`src/hdl/b64e_pkg.sv`:
```
// ----------------------------------------------------------------------------
// b64e_pkg
// Shared types, constants and the alphabet function of the base64 encoder.
// ----------------------------------------------------------------------------
package b64e_pkg;

  localparam int BYTE_W = 8;
  localparam int CHAR_W = 7;
  localparam int SYM_W  = 6;
  localparam int RES_W  = 4;
  localparam int IDX_W  = 2;

  localparam logic [CHAR_W-1:0] PAD_CHAR = 7'd61;

  // position of the next byte within its three-byte group
  typedef enum logic [2:0] {
    PH0 = 3'b001,
    PH1 = 3'b010,
    PH2 = 3'b100
  } phase_t;

  // one byte's worth of characters: one or two symbols, then up to two pads
  typedef struct packed {
    logic [SYM_W-1:0] sym0;
    logic [SYM_W-1:0] sym1;
    logic             two_sym;
    logic [1:0]       npad;
    logic             last;
  } job_t;

  function automatic logic [CHAR_W-1:0] sym_to_char(input logic [SYM_W-1:0] v);
    logic [CHAR_W-1:0] c;
    c = {1'b0, v};
    if (v < 6'd26) begin
      sym_to_char = 7'd65 + c;
    end else if (v < 6'd52) begin
      sym_to_char = 7'd71 + c;
    end else if (v < 6'd62) begin
      sym_to_char = c - 7'd4;
    end else if (v == 6'd62) begin
      sym_to_char = 7'd43;
    end else begin
      sym_to_char = 7'd47;
    end
  endfunction

endpackage

```
`src/hdl/base64_stream_encoder_unit.sv`:
```
// ----------------------------------------------------------------------------
// base64_stream_encoder_unit
// Standard-alphabet base64 encoder for a byte stream with '=' padding.
// ----------------------------------------------------------------------------
// A byte is taken in any cycle in which the two-entry job queue has room, and
// characters leave one per cycle from a registered output while the receiver
// is ready. Each byte gives one character in the first two positions of a
// group and two in the third, and a byte flagged tlast in the first or second
// position adds the flush character and pads for four or three in all; the
// output character lane, at one character per cycle, sets the sustained rate.
// tlast on the output marks the last character of each message.
module base64_stream_encoder_unit (
  input  logic       clk,
  input  logic       rst,
  input  logic       s_axis_tvalid,
  output logic       s_axis_tready,
  input  logic [7:0] s_axis_tdata,   // [7:0] data_byte
  input  logic       s_axis_tlast,
  output logic       m_axis_tvalid,
  input  logic       m_axis_tready,
  output logic [7:0] m_axis_tdata,   // [6:0] code_char, [7] zero
  output logic       m_axis_tlast
);
  import b64e_pkg::*;

  logic              fr_valid;
  logic              fr_ready;
  job_t              fr_job;
  logic              bk_valid;
  logic              bk_ready;
  job_t              bk_job;
  logic [CHAR_W-1:0] out_char;

  b64e_front u_front (
    .clk       (clk),
    .rst       (rst),
    .in_valid  (s_axis_tvalid),
    .in_byte   (s_axis_tdata),
    .in_last   (s_axis_tlast),
    .in_ready  (s_axis_tready),
    .job_valid (fr_valid),
    .job       (fr_job),
    .job_ready (fr_ready)
  );

  b64e_queue u_queue (
    .clk      (clk),
    .rst      (rst),
    .wr_valid (fr_valid),
    .wr_ready (fr_ready),
    .wr_data  (fr_job),
    .rd_valid (bk_valid),
    .rd_ready (bk_ready),
    .rd_data  (bk_job)
  );

  b64e_back u_back (
    .clk       (clk),
    .rst       (rst),
    .job_valid (bk_valid),
    .job_ready (bk_ready),
    .job       (bk_job),
    .out_valid (m_axis_tvalid),
    .out_ready (m_axis_tready),
    .out_char  (out_char),
    .out_last  (m_axis_tlast)
  );

  assign m_axis_tdata = {1'b0, out_char};

endmodule

```
`src/hdl/b64e_front.sv`:
```
// ----------------------------------------------------------------------------
// b64e_front
// Takes input bytes, tracks the group position and leftover bits, and turns
// each byte into a job of symbols and pad count for the back end.
// ----------------------------------------------------------------------------
module b64e_front (
  input  logic                      clk,
  input  logic                      rst,
  input  logic                      in_valid,
  input  logic [b64e_pkg::BYTE_W-1:0] in_byte,
  input  logic                      in_last,
  output logic                      in_ready,
  output logic                      job_valid,
  output b64e_pkg::job_t            job,
  input  logic                      job_ready
);
  import b64e_pkg::*;

  phase_t             phase;
  phase_t             phase_next;
  logic [RES_W-1:0]   residual;
  logic [RES_W-1:0]   residual_next;
  logic               accept;

  assign in_ready  = job_ready;
  assign job_valid = in_valid;
  assign accept    = in_valid && job_ready;

  always_comb begin
    job           = '0;
    job.last      = in_last;
    residual_next = '0;
    phase_next    = PH0;
    unique case (phase)
      PH1: begin
        job.sym0      = {residual[1:0], in_byte[7:4]};
        residual_next = in_byte[3:0];
        phase_next    = PH2;
      end
      PH2: begin
        job.sym0      = {residual, in_byte[7:6]};
        job.sym1      = in_byte[5:0];
        job.two_sym   = 1'b1;
        residual_next = '0;
        phase_next    = PH0;
      end
      default: begin
        job.sym0      = in_byte[7:2];
        residual_next = {2'b00, in_byte[1:0]};
        phase_next    = PH1;
      end
    endcase
    if (in_last) begin
      // flush leftover bits and pad to four characters
      if (phase_next == PH1) begin
        job.sym1    = {residual_next[1:0], 4'b0000};
        job.two_sym = 1'b1;
        job.npad    = 2'd2;
      end else if (phase_next == PH2) begin
        job.sym1    = {residual_next, 2'b00};
        job.two_sym = 1'b1;
        job.npad    = 2'd1;
      end
      residual_next = '0;
      phase_next    = PH0;
    end
  end

  always_ff @(posedge clk) begin
    if (rst) begin
      phase    <= PH0;
      residual <= '0;
    end else if (accept) begin
      phase    <= phase_next;
      residual <= residual_next;
    end
  end

endmodule

```
`src/hdl/b64e_queue.sv`:
```
// ----------------------------------------------------------------------------
// b64e_queue
// Two-entry job queue between the front and back ends.
// ----------------------------------------------------------------------------
module b64e_queue (
  input  logic           clk,
  input  logic           rst,
  input  logic           wr_valid,
  output logic           wr_ready,
  input  b64e_pkg::job_t wr_data,
  output logic           rd_valid,
  input  logic           rd_ready,
  output b64e_pkg::job_t rd_data
);
  import b64e_pkg::*;

  job_t       mem [2];
  logic       wr_ptr;
  logic       rd_ptr;
  logic [1:0] count;
  logic       push;
  logic       pop;

  assign wr_ready = (count != 2'd2);
  assign rd_valid = (count != 2'd0);
  assign push     = wr_valid && wr_ready;
  assign pop      = rd_valid && rd_ready;
  assign rd_data  = mem[rd_ptr];

  always_ff @(posedge clk) begin
    if (push) begin
      mem[wr_ptr] <= wr_data;
    end
  end

  always_ff @(posedge clk) begin
    if (rst) begin
      wr_ptr <= 1'b0;
      rd_ptr <= 1'b0;
      count  <= '0;
    end else begin
      if (push) begin
        wr_ptr <= ~wr_ptr;
      end
      if (pop) begin
        rd_ptr <= ~rd_ptr;
      end
      if (push && !pop) begin
        count <= count + 2'd1;
      end else if (pop && !push) begin
        count <= count - 2'd1;
      end
    end
  end

endmodule

```
`src/hdl/b64e_back.sv`:
```
// ----------------------------------------------------------------------------
// b64e_back
// Walks each job one character per cycle, while the output is not stalled, into the output register.
// ----------------------------------------------------------------------------
module b64e_back (
  input  logic                        clk,
  input  logic                        rst,
  input  logic                        job_valid,
  output logic                        job_ready,
  input  b64e_pkg::job_t              job,
  output logic                        out_valid,
  input  logic                        out_ready,
  output logic [b64e_pkg::CHAR_W-1:0] out_char,
  output logic                        out_last
);
  import b64e_pkg::*;

  logic [IDX_W-1:0]  idx;
  logic [IDX_W-1:0]  last_idx;
  logic              at_end;
  logic              load;
  logic [CHAR_W-1:0] char_next;

  assign last_idx  = {1'b0, job.two_sym} + job.npad;
  assign at_end    = (idx == last_idx);
  assign load      = job_valid && (!out_valid || out_ready);
  assign job_ready = load && at_end;

  always_comb begin
    if (idx == 2'd0) begin
      char_next = sym_to_char(job.sym0);
    end else if (idx == 2'd1 && job.two_sym) begin
      char_next = sym_to_char(job.sym1);
    end else begin
      char_next = PAD_CHAR;
    end
  end

  always_ff @(posedge clk) begin
    if (load) begin
      out_char <= char_next;
      out_last <= job.last && at_end;
    end
  end

  always_ff @(posedge clk) begin
    if (rst) begin
      out_valid <= 1'b0;
      idx       <= '0;
    end else begin
      if (load) begin
        out_valid <= 1'b1;
        idx       <= at_end ? '0 : idx + 2'd1;
      end else if (out_ready) begin
        out_valid <= 1'b0;
      end
    end
  end

endmodule

```
`config.mk`:
```
export PLATFORM = sky130hd
export DESIGN_NAME = base64_stream_encoder_unit
export DESIGN_NICKNAME = d
export VERILOG_FILES = /design/src/hdl/b64e_pkg.sv /design/src/hdl/base64_stream_encoder_unit.sv /design/src/hdl/b64e_front.sv /design/src/hdl/b64e_queue.sv /design/src/hdl/b64e_back.sv
export SDC_FILE = /design/constraint.sdc
export NUM_CORES = 1
export LEC_CHECK = 0
export ABC_AREA = 1
export BUFFER_PORTS_ARGS = -buffer_cell sky130_fd_sc_hd__buf_2
export CORE_MARGIN = 5
export CORE_UTILIZATION = 60
export DETAILED_ROUTE_END_ITERATION = 6
export GPL_ROUTABILITY_DRIVEN = 0
export PLACE_DENSITY = 0.8
export SLEW_MARGIN = 15
export SYNTH_ARGS = -nofsm -noshare
export SYNTH_HDL_FRONTEND = slang
export SYNTH_SLANG_ARGS = --single-unit
export TNS_END_PERCENT = 50
```
`constraint.sdc`:
```
create_clock -name clk -period 3.4 [get_ports clk]
set_input_delay 0 -clock clk [delete_from_list [all_inputs] [get_ports clk]]
set_output_delay 0 -clock clk [all_outputs]
set_load 0.02 [all_outputs]
```
==> results of run 1 <==
[what timing repair did]
item / CTS / global route
endpoints found under the hold margin: 7 / 0
endpoints found under the setup margin: 0 / 0
resized for setup: 0 / 0
hold buffers: 6 / 0
[layout make-up]
| type | instances | share of cell area |
|---|---|---|
| timing repair buffer | 32 | 0.0555 |
| clock inverter | 2 | 0.00451 |
| sequential | 55 | 0.416 |
| multi-input combinational | 280 | 0.407 |
| clock buffer | 6 | 0.0201 |
| tap | 72 | 0.0250 |
| inverter | 69 | 0.0718 |
[flip-flops by register name, indices dropped and copies added, names as in the netlist, named ones only]
name,cells
u_back.idx,2
u_back.out_char,7
u_back.out_last,1
u_back.out_valid,1
u_front.phase,3
u_front.residual,4
u_queue.count,2
u_queue.mem,32
u_queue.rd_ptr,1
u_queue.wr_ptr,1
[metal layers]
metal  vias up  global-route usage  share of wire  wire (µm)
met5         -                   0              0          0
met1      1188               0.226           0.44       2790
met3         9              0.0405          0.032        201
met4         0              0.0614          0.016        103
li1       1379                   -              -          -
met2        39               0.351           0.51       3200
[power by group through the flow]
stage / Combinational (W) / Clock [W] / Sequential, W
finish: 0.00136 / 0.000357 / 0.000958
global route: 0.00155 / 0.000403 / 0.000973
CTS: 0.00136 / 0.000364 / 0.000959
detailed placement: 0.00135 / 0 / 0.000974
global placement: 0.00131 / 0 / 0.000969
floorplan: 0.000977 / 0 / 0.00104
[metrics by stage]
step | instances | hold WS (ns) | setup slack [ns] | total power, W
global route | 516 | 0.0280 | 0.412 | 0.00293
CTS | 516 | 0.00650 | 0.743 | 0.00269
global placement | 502 | 0.251 | 0.886 | 0.00228
detailed placement | 502 | 0.264 | 0.796 | 0.00232
floorplan | 409 | 0.0989 | 1.01 | 0.00202
finish | 516 | 0.00881 | 0.748 | 0.00268
[kinds of logic after synthesis]
group / after synthesis / share of synthesized area
XOR/XNOR: 10 / 0.0290
other: 1 / 0.00114
adder cells (fa/ha/maj): 15 / 0.0573
buffers and inverters: 74 / 0.0939
AND/OR/NAND/NOR: 206 / 0.274
AO/OA/AOI/OAI: 48 / 0.0870
flip-flops: 55 / 0.458
[worst max-delay path: cells and delay by family (launching register included)]
kind            cells  cell delay, ns
compound gates      5            0.59
fa+ha+maj           2            0.54
xor+xnor            2            0.44
simple gates        2            0.40
flops               1            0.35
buf+inv             2            0.22
[worst paths after layout]
check	from	endpoint	slack [ns]	cells after the start
setup / recovery	flop	u_queue.count[1]	0.75	13
setup reg to reg	flop	u_queue.count[1]	0.75	13
hold reg to reg	u_front.phase[1]	u_front.phase[1]	0.47	2
hold / removal	s_axis_tdata[3]	u_front.residual[3]	0.009	3
[layout by cell type (no fill, tap or decap), drive strengths merged]
cell type    count
a21oi           16
a22oi            4
and2             1
buf             26
clkbuf           6
clkinv           1
clkinvlp         1
conb             1
dfxtp           15
dlygate4sd3      6
edfxtp          40
ha              15
inv             69
nand2          132
nand3           30
nand3b           1
nand4            3
nor2            34
nor3             2
o211ai           6
o21ai           16
o221ai           4
o31ai            2
or2              3
xnor2            5
xor2             5
==> results_dict.tcl, run 1 <==
set metrics [dict create \
    fp.dieArea_um2 7040 \
    rows 27 \
    crit_fanout 17 \
    grt_max_degree 20 \
    final_area_um2 3610 \
    critPathKind "flop to flop" \
    cts_tree "built" \
    ys_seq_elements 55 \
    ios 24 \
    drc_errors 0 \
    crit_path_cell_trace "inv_2 -> or2_2 -> o21ai_1 -> inv_1 -> ha_1 -> xnor2_1 -> xor2_2 -> nand3_2 -> ha_1 -> a21oi_1 -> o21ai_0 -> o21ai_0 -> a21oi_1" \
    htreeDepth 2 \
    switching_share 0.433 \
    synth.cell_area_um2 3280 \
    cpMaxStageDelayCell "dfxtp_1" \
    port_buffers 22 \
    fillerInstances 444 \
    post-synth-top-area-fraction 0.366 \
    die_w_um 83.9 \
    clkPwrFrac 0.133 \
    synth.area.top_cells "edfxtp_1 (37%), nand2_1 (14%), dfxtp_1 (9.2%)" \
    multi_input_area_um2 1470 \
    yosysWarnings 0 \
    grt_overflow 0 \
    finalMaxSlewViolations 0 \
    area_delta_synth_final_pct 10.1 \
    seqCellArea_um2 1500 \
    rsz0062_at_grt "no" \
    powerDensity_nw_per_um2 743 \
    synth_edf_count 40 \
    setup_tns_ns 0 \
    drt_iter0_drc 142 \
    vdd_drop_max_mv 0.448 \
    root_buffer "clkbuf_8" \
    clkSinkCount 55 \
    pwr-share-comb 0.509 \
    numCtsBuffers 5 \
    dpl_cell_area_um2 3460 \
    p_leak_nw 1.67 \
    slowest_delay_ns 0.35 \
    synth_most_common_cell "nand2_1" \
    insertion_delay_ns 0.30 \
    clockBufferDepth 2 \
    dp_hpwl_mm 4.82 \
    skew_ns 0.00429 \
    grt_pass1_wl_mm 11.0 \
    synth.avg_cell_area_um2 8.02 \
    syn-num-nets 437 \
    min_period_ns 2.65 \
    core-area_um2 5410 \
    die_y_um 83.9 \
    num_vias 2615 \
    drive_above_1_share 0.119 \
    grtUsageTotal 0.193 \
    internal_power_w 0.00152 \
    synthTopCellsByCount "nand2_1 (120), inv_1 (67), edfxtp_1 (40)" \
    grt_antenna_before_repair 0 \
    cp.arrival_ns 2.85 \
    n_antenna_cell 0 \
    ant_nets 0 \
    yosysTopAreaCell "edfxtp_1" \
    p_sw_w 0.00116 \
    clkTransAtPathRegs_ns 0.10 \
    async_flop_share 0 \
    cts_setup_buffers 0 \
    fin_crit_sh 0.780 \
    setup_violations 0 \
    grt_pass1_vias 2467 \
    start_util 0.606 \
    worstSetupStartpointType "flop" \
    crit_required_ns 3.60 \
    ys.flop_type "edfxtp_1" \
    layout.nets 471 \
    drv_cap 0 \
    end_kind "flop" \
    fin_util 0.668 \
    hp-class "primary input to flop" \
    clock.fmax_mhz 377 \
    wl_per_cell_um 12.2 \
    wirelength_mm 6.29 \
    finalHoldViolCount 0 \
    outcome "completed" \
    syn_inst 409 \
    pwr-share-seq 0.358 \
    firstDrtPassIters 4 \
    seq_area_frac_synth 0.458 \
    routed_via_density 5.07 \
    yosysUniqueCellTypes 34 \
]
Note: power is estimated with default switching activity, not from simulation.
==> run 2, diff against run 1 <==
- CORE_UTILIZATION: 60 -> 54
- PLACE_DENSITY: 0.8 -> 0.77
- clock period: 3.4 -> 2.3 ns (I/O delays scaled with it)
==> run 2 against run 1 <==
  * Utilization decreased by 4.4 points
  * Clock-buffer cell count decreased by 1
  * Die area increased by 9.8%
  * Critical path type unchanged
  * Highest routed layer unchanged
==> results_dict.tcl, run 2 (synthesis gave the netlist of run 1 again) <==
set metrics [dict create \
    grtUsageTotal 0.184 \
    clockBufferDepth 2 \
    num_vias 2658 \
    place_inst 510 \
    fillerInstances 518 \
    worstSetupStartpointType "flop" \
    setup_tns_ns 0 \
    crit_required_ns 2.51 \
    clkSinkCount 55 \
    grt_overflow 0 \
    area_delta_synth_final_pct 12.7 \
    min_period_ns 2.22 \
    drive_above_1_share 0.151 \
    cts_setup_buffers 0 \
    cts_tree "built" \
    port_buffers 22 \
    rsz0062_at_grt "yes" \
    outcome "completed" \
    firstDrtPassIters 4 \
    grt-busiest-layer "met2" \
    grt_antenna_before_repair 0 \
    dp_hpwl_mm 5.03 \
    cp.arrival_ns 2.43 \
    n_antenna_cell 0 \
    ant_nets 0 \
    dpl_cell_area_um2 3520 \
    seqCellArea_um2 1500 \
    critPathKind "flop to flop" \
    stdcell_count 524 \
    fin_util 0.624 \
    die_y_um 87.9 \
    insertion_delay_ns 0.31 \
    use_met1 0.222 \
    clkTransAtPathRegs_ns 0.11 \
    vdd_drop_max_mv 0.605 \
    reg_top3 "u_queue.mem: 32 flops, u_back.out_char: 7 flops, u_front.residual: 4 flops" \
    drt_iter0_drc 109 \
    p_total_w 0.00408 \
    drv_cap 0 \
    powerDensity_nw_per_um2 1110 \
    grt_pass1_wl_mm 11.2 \
    routed_via_density 5.07 \
    numCtsBuffers 5 \
    fp.dieArea_um2 7730 \
    finalHoldViolCount 0 \
    p_leak_nw 1.70 \
    final_common_cell "nand2_1" \
    finalMaxSlewViolations 0 \
    die_w_um 87.9 \
    layout_common_cells "nand2_1 (118), inv_1 (67), edfxtp_1 (40)" \
    hp-class "primary input to flop" \
    grtUsageMet3 0.0235 \
    setup_violations 0 \
    fin_crit_sh 0.963 \
    largest_reg_flops 32 \
    final_area_um2 3690 \
    ios 24 \
    wl_per_cell_um 12.3 \
    wirelength_mm 6.42 \
    drc_errors 0 \
    multi_input_area_um2 1510 \
    root_buffer "clkbuf_8" \
    crit_fanout 3 \
    grt_max_degree 19 \
    start_util 0.554 \
    core-area_um2 5920 \
    skew_ns 0.0124 \
    end_kind "flop" \
    regMostFlops "u_queue.mem" \
    grtUsageMet2 0.334 \
    htreeDepth 2 \
    layout.nets 476 \
    clock.fmax_mhz 451 \
    grt_pass1_vias 2524 \
    rows 28 \
]
[run 2: changes by cell type in the layout (fill, tap and decap cells not counted), sizes merged]
cell      delta
buf          +5
clkinvlp     -1
clkinv       +1
clkbuf       -1
inv          +1
[run 2: worst paths after layout]
path	from	endpoint	slack, ns	cells past startpoint
min	s_axis_tdata[4]	u_queue.mem[0][12]	0.04	3
max reg2reg	flop	u_queue.count[1]	0.08	13
max	flop	u_queue.count[1]	0.08	13
min reg2reg	u_front.phase[1]	u_front.phase[1]	0.48	2
[run 2: cell type report]
class / count / area share
flip-flops and latches: 55 / 0.407
clock inverters: 3 / 0.00610
well taps: 75 / 0.0254
multi-input cells: 280 / 0.409
clock buffers: 5 / 0.0186
inverters: 69 / 0.0701
repair buffers: 37 / 0.0644
[run 2: stage by stage]
step | worst slack (ns) | hold WS (ns)
after floorplan | 0.0448 | 0.0989
after global placement | 0.113 | 0.253
after detailed placement | -0.0137 | 0.259
after CTS | 0.00467 | 0.0284
after global routing | -0.0169 | 0.0459
final | 0.0846 | 0.0411
[run 2: power by group]
part,leakage [nW],internal (W),switching [W]
Clock,0.0489,0.000221,0.000329
Sequential,0.502,0.00135,0.0000703
Combinational,1.15,0.000739,0.00137
[run 2: critical path, stage by stage, from the launching register on]
cell and delay (ns):
dfxtp_2 0.35, inv_2 0.04, or2_4 0.23, o21ai_2 0.06, inv_1 0.06, ha_2 0.18
xnor2_2 0.21, xor2_2 0.18, nand3_2 0.13, ha_4 0.28, a21oi_2 0.09, o21ai_1 0.09
o21ai_1 0.16, a21oi_1 0.06
[run 2: repair_timing]
action                                  CTS  global route
hold buffers                              6             0
pin swaps                                 0             6
resized for setup                         2             7
endpoints found under the hold margin     9             0
endpoints found under the setup margin    1             5
[run 2: metal layers]
metal	wire length, µm	share of wire	up-vias
met5	0	0	-
met4	95	0.015	0
met3	228	0.036	7
met2	3300	0.51	56
met1	2800	0.44	1205
li1	-	-	1390
==> run 3, diff against run 2 <==
- ABC_AREA: 1 -> 0
==> run 3 against run 2 <==
  * The flow now finishes with violations (setup timing)
  * Wire length up 4.5%
  * Sequential cell count unchanged
  * Area after synthesis is 5.6% lower
  * Worst setup slack lost 0.13 ns
  * Via count shrank 6.5%
  * Sequential share of layout area shrank 1.3 points
  * Final cell count is 17% lower
  * Critical path type unchanged
  * Critical endpoint unchanged
  * Largest cell class unchanged
  * Highest routed layer unchanged
==> results_dict.tcl, run 3 <==
set metrics [dict create \
    outcome "finished, violations left" \
    failed_checks "setup timing" \
    end_kind "flop" \
    synth_edf_count 40 \
    hp-class "primary input to flop" \
    grt_max_degree 19 \
    die_y_um 85.7 \
    pre_cts_slack_ns -0.112 \
    finalHoldViolCount 0 \
    slew_headroom 0.620 \
    syn-num-nets 326 \
    cp.arrival_ns 2.59 \
    ant_nets 0 \
    crit_required_ns 2.54 \
    area_delta_synth_final_pct 23.6 \
    synth_most_common_cell "edfxtp_1" \
    grt_pass1_wl_mm 11.2 \
    rows 27 \
    layout_common_cells "edfxtp_1 (40), nand2_1 (37), buf_4 (37)" \
    htreeDepth 2 \
    clkPwrFrac 0.118 \
    port_buffers 22 \
    insertion_delay_ns 0.30 \
    start_util 0.558 \
    syn_inst 298 \
    setup_tns_ns -0.0462 \
    clkTransAtPathRegs_ns 0.10 \
    yosysUniqueCellTypes 58 \
    layout.nets 392 \
    worstSetupStartpointType "flop" \
    p_sw_w 0.00188 \
    root_buffer "clkbuf_8" \
    regMostFlops "u_queue.mem" \
    crit_fanout 7 \
    crit_path_cell_trace "mux2_4 -> ha_4 -> xor2_2 -> xnor2_2 -> nor2_2 -> nand2_2 -> ha_4 -> xor2_1 -> or3_1 -> a21oi_1" \
    grt_antenna_before_repair 0 \
    fin_crit_sh 1.02 \
    final_common_cell "edfxtp_1" \
    cts_tree "built" \
    finalMaxSlewViolations 0 \
    num_vias 2484 \
    drv_cap 0 \
    fp.dieArea_um2 7340 \
    min_path_cells 3 \
    grtUsageTotal 0.189 \
    worst_r2r_path_depth 10 \
    grt_pass1_vias 2474 \
    routed_via_density 5.68 \
    vdd_drop_max_mv 0.569 \
    worstMarginPinSlew_ns 0.569 \
    r2r_slack_ns -0.05 \
    grt_overflow 0 \
    n_antenna_cell 0 \
    drc_errors 0 \
    wirelength_mm 6.71 \
    pwr-share-seq 0.316 \
    largest_reg_flops 32 \
    clock.fmax_mhz 426 \
    critPathKind "flop to flop" \
    internal_power_w 0.00294 \
    setup_ws_ns -0.0462 \
    pwr-share-comb 0.566 \
    setup_violations 1 \
    p_leak_nw 1.53 \
    ios 24 \
    switching_share 0.390 \
    seq_area_frac_synth 0.485 \
    clkSinkCount 55 \
    fillerInstances 411 \
    synth.avg_cell_area_um2 10.4 \
    hold_end "u_front.residual[2]" \
    rsz0062_at_grt "yes" \
    reg_top3 "u_queue.mem: 32 flops, u_back.out_char: 7 flops, u_front.residual: 4 flops" \
    hold_slack_ns 0.0264 \
    synthTopCellsByCount "edfxtp_1 (40), nand2_1 (38), nor2_1 (23)" \
    synth.cell_area_um2 3090 \
    clockBufferDepth 2 \
    die_w_um 85.7 \
    cpMaxStageDelayCell "dfxtp_4" \
    slowest_delay_ns 0.45 \
    skew_ns 0.00501 \
    crit_top_cell "ha_4" \
    drt_iter0_drc 79 \
    wl_per_cell_um 15.4 \
    core-area_um2 5540 \
    firstDrtPassIters 5 \
    powerDensity_nw_per_um2 1260 \
    r2r-end "u_queue.count[1]" \
    ys_seq_elements 55 \
    drive_above_1_share 0.277 \
    worstHoldStart "s_axis_tdata[2]" \
    numCtsBuffers 5 \
    async_flop_share 0 \
    min_period_ns 2.35 \
    yosysWarnings 0 \
    yosysTopAreaCell "edfxtp_1" \
    synth.area.top_cells "edfxtp_1 (39%), dfxtp_1 (9.7%), ha_1 (6.1%)" \
    dp_hpwl_mm 5.03 \
    ys.flop_type "edfxtp_1" \
    fin_util 0.690 \
    post-synth-top-area-fraction 0.388 \
]
run 3: cell count changes after synthesis, moves of 4 or more:
cell / change
nand2_2: -11
a22o_1: +7
nand3_1: -18
mux2i_1: +14
a22oi_1: +5
nand2_1: -82
nor2_1: -11
o211ai_1: -5
inv_1: -52
mux2_2: +4
nor3_1: +8
run 3: worst max path at each step:
stage	start	end
finish	flop	u_queue.count[1]
global route	flop	u_queue.count[1]
CTS	flop	u_queue.count[1]
detailed placement	flop	u_queue.count[1]
global placement	flop	u_back.out_char[3]
floorplan	flop	u_queue.count[1]
run 3: final cells by class:
| class | count | area [µm²] | area share |
|---|---|---|---|
| inverter | 17 | 63.8 | 0.0167 |
| multi-input combinational | 217 | 1580 | 0.413 |
| timing repair buffer | 68 | 483 | 0.126 |
| tap | 72 | 90.1 | 0.0236 |
| clock inverter | 2 | 20.0 | 0.00523 |
| sequential | 55 | 1510 | 0.394 |
| clock buffer | 6 | 82.6 | 0.0216 |
run 3: power by group through the flow:
stage                     Clock (W)  Combinational [W]  Sequential [W]
after detailed placement          0            0.00247         0.00152
after CTS                  0.000588            0.00253         0.00151
final                      0.000571            0.00273         0.00152
after global routing       0.000639            0.00300         0.00155
after global placement            0            0.00240         0.00151
after floorplan                   0            0.00161         0.00158
run 3: critical path, delay by kind of cell (launching register included):
kind                       cells  cell delay [ns]
muxes                          1             0.34
AOI/OAI and AO/OA              1             0.13
adders and majority gates      2             0.35
and+or+nand+nor                3             0.59
xor gates and xnor gates       3             0.44
DFF                            1             0.45
run 3: per-layer routing:
layer | share of wire | vias up | track usage | wire [µm]
li1 | - | 1224 | - | -
met1 | 0.44 | 1186 | 0.236 | 2960
met2 | 0.50 | 60 | 0.337 | 3360
met3 | 0.039 | 14 | 0.0365 | 264
met4 | 0.020 | 0 | 0.0489 | 131
met5 | 0 | - | 0 | 0
run 3: per-stage QoR:
step	total power, W	area [µm²]	cells
after floorplan	0.00319	3140	298
after global routing	0.00519	3820	437
after detailed placement	0.00399	3550	420
after global placement	0.00391	3550	420
final	0.00482	3820	437
after CTS	0.00463	3730	434
run 3: kinds of logic after synthesis:
kind of cell,Yosys count,synth area share
xor gates and xnor gates,10,0.0283
buffers and inverters,26,0.0400
and+or+nand+nor,99,0.146
other,1,0.00121
muxes,22,0.0801
adders and majority gates,15,0.0607
DFF,55,0.485
AOI/OAI and AO/OA,70,0.159
run 3: timing repair:
item,4_1_cts,5_1_grt
hold buffers,5,0
setup buffers,1,3
hold endpoints to repair,6,0
pin swaps,3,5
setup endpoints to repair,5,7
resized for setup,7,18
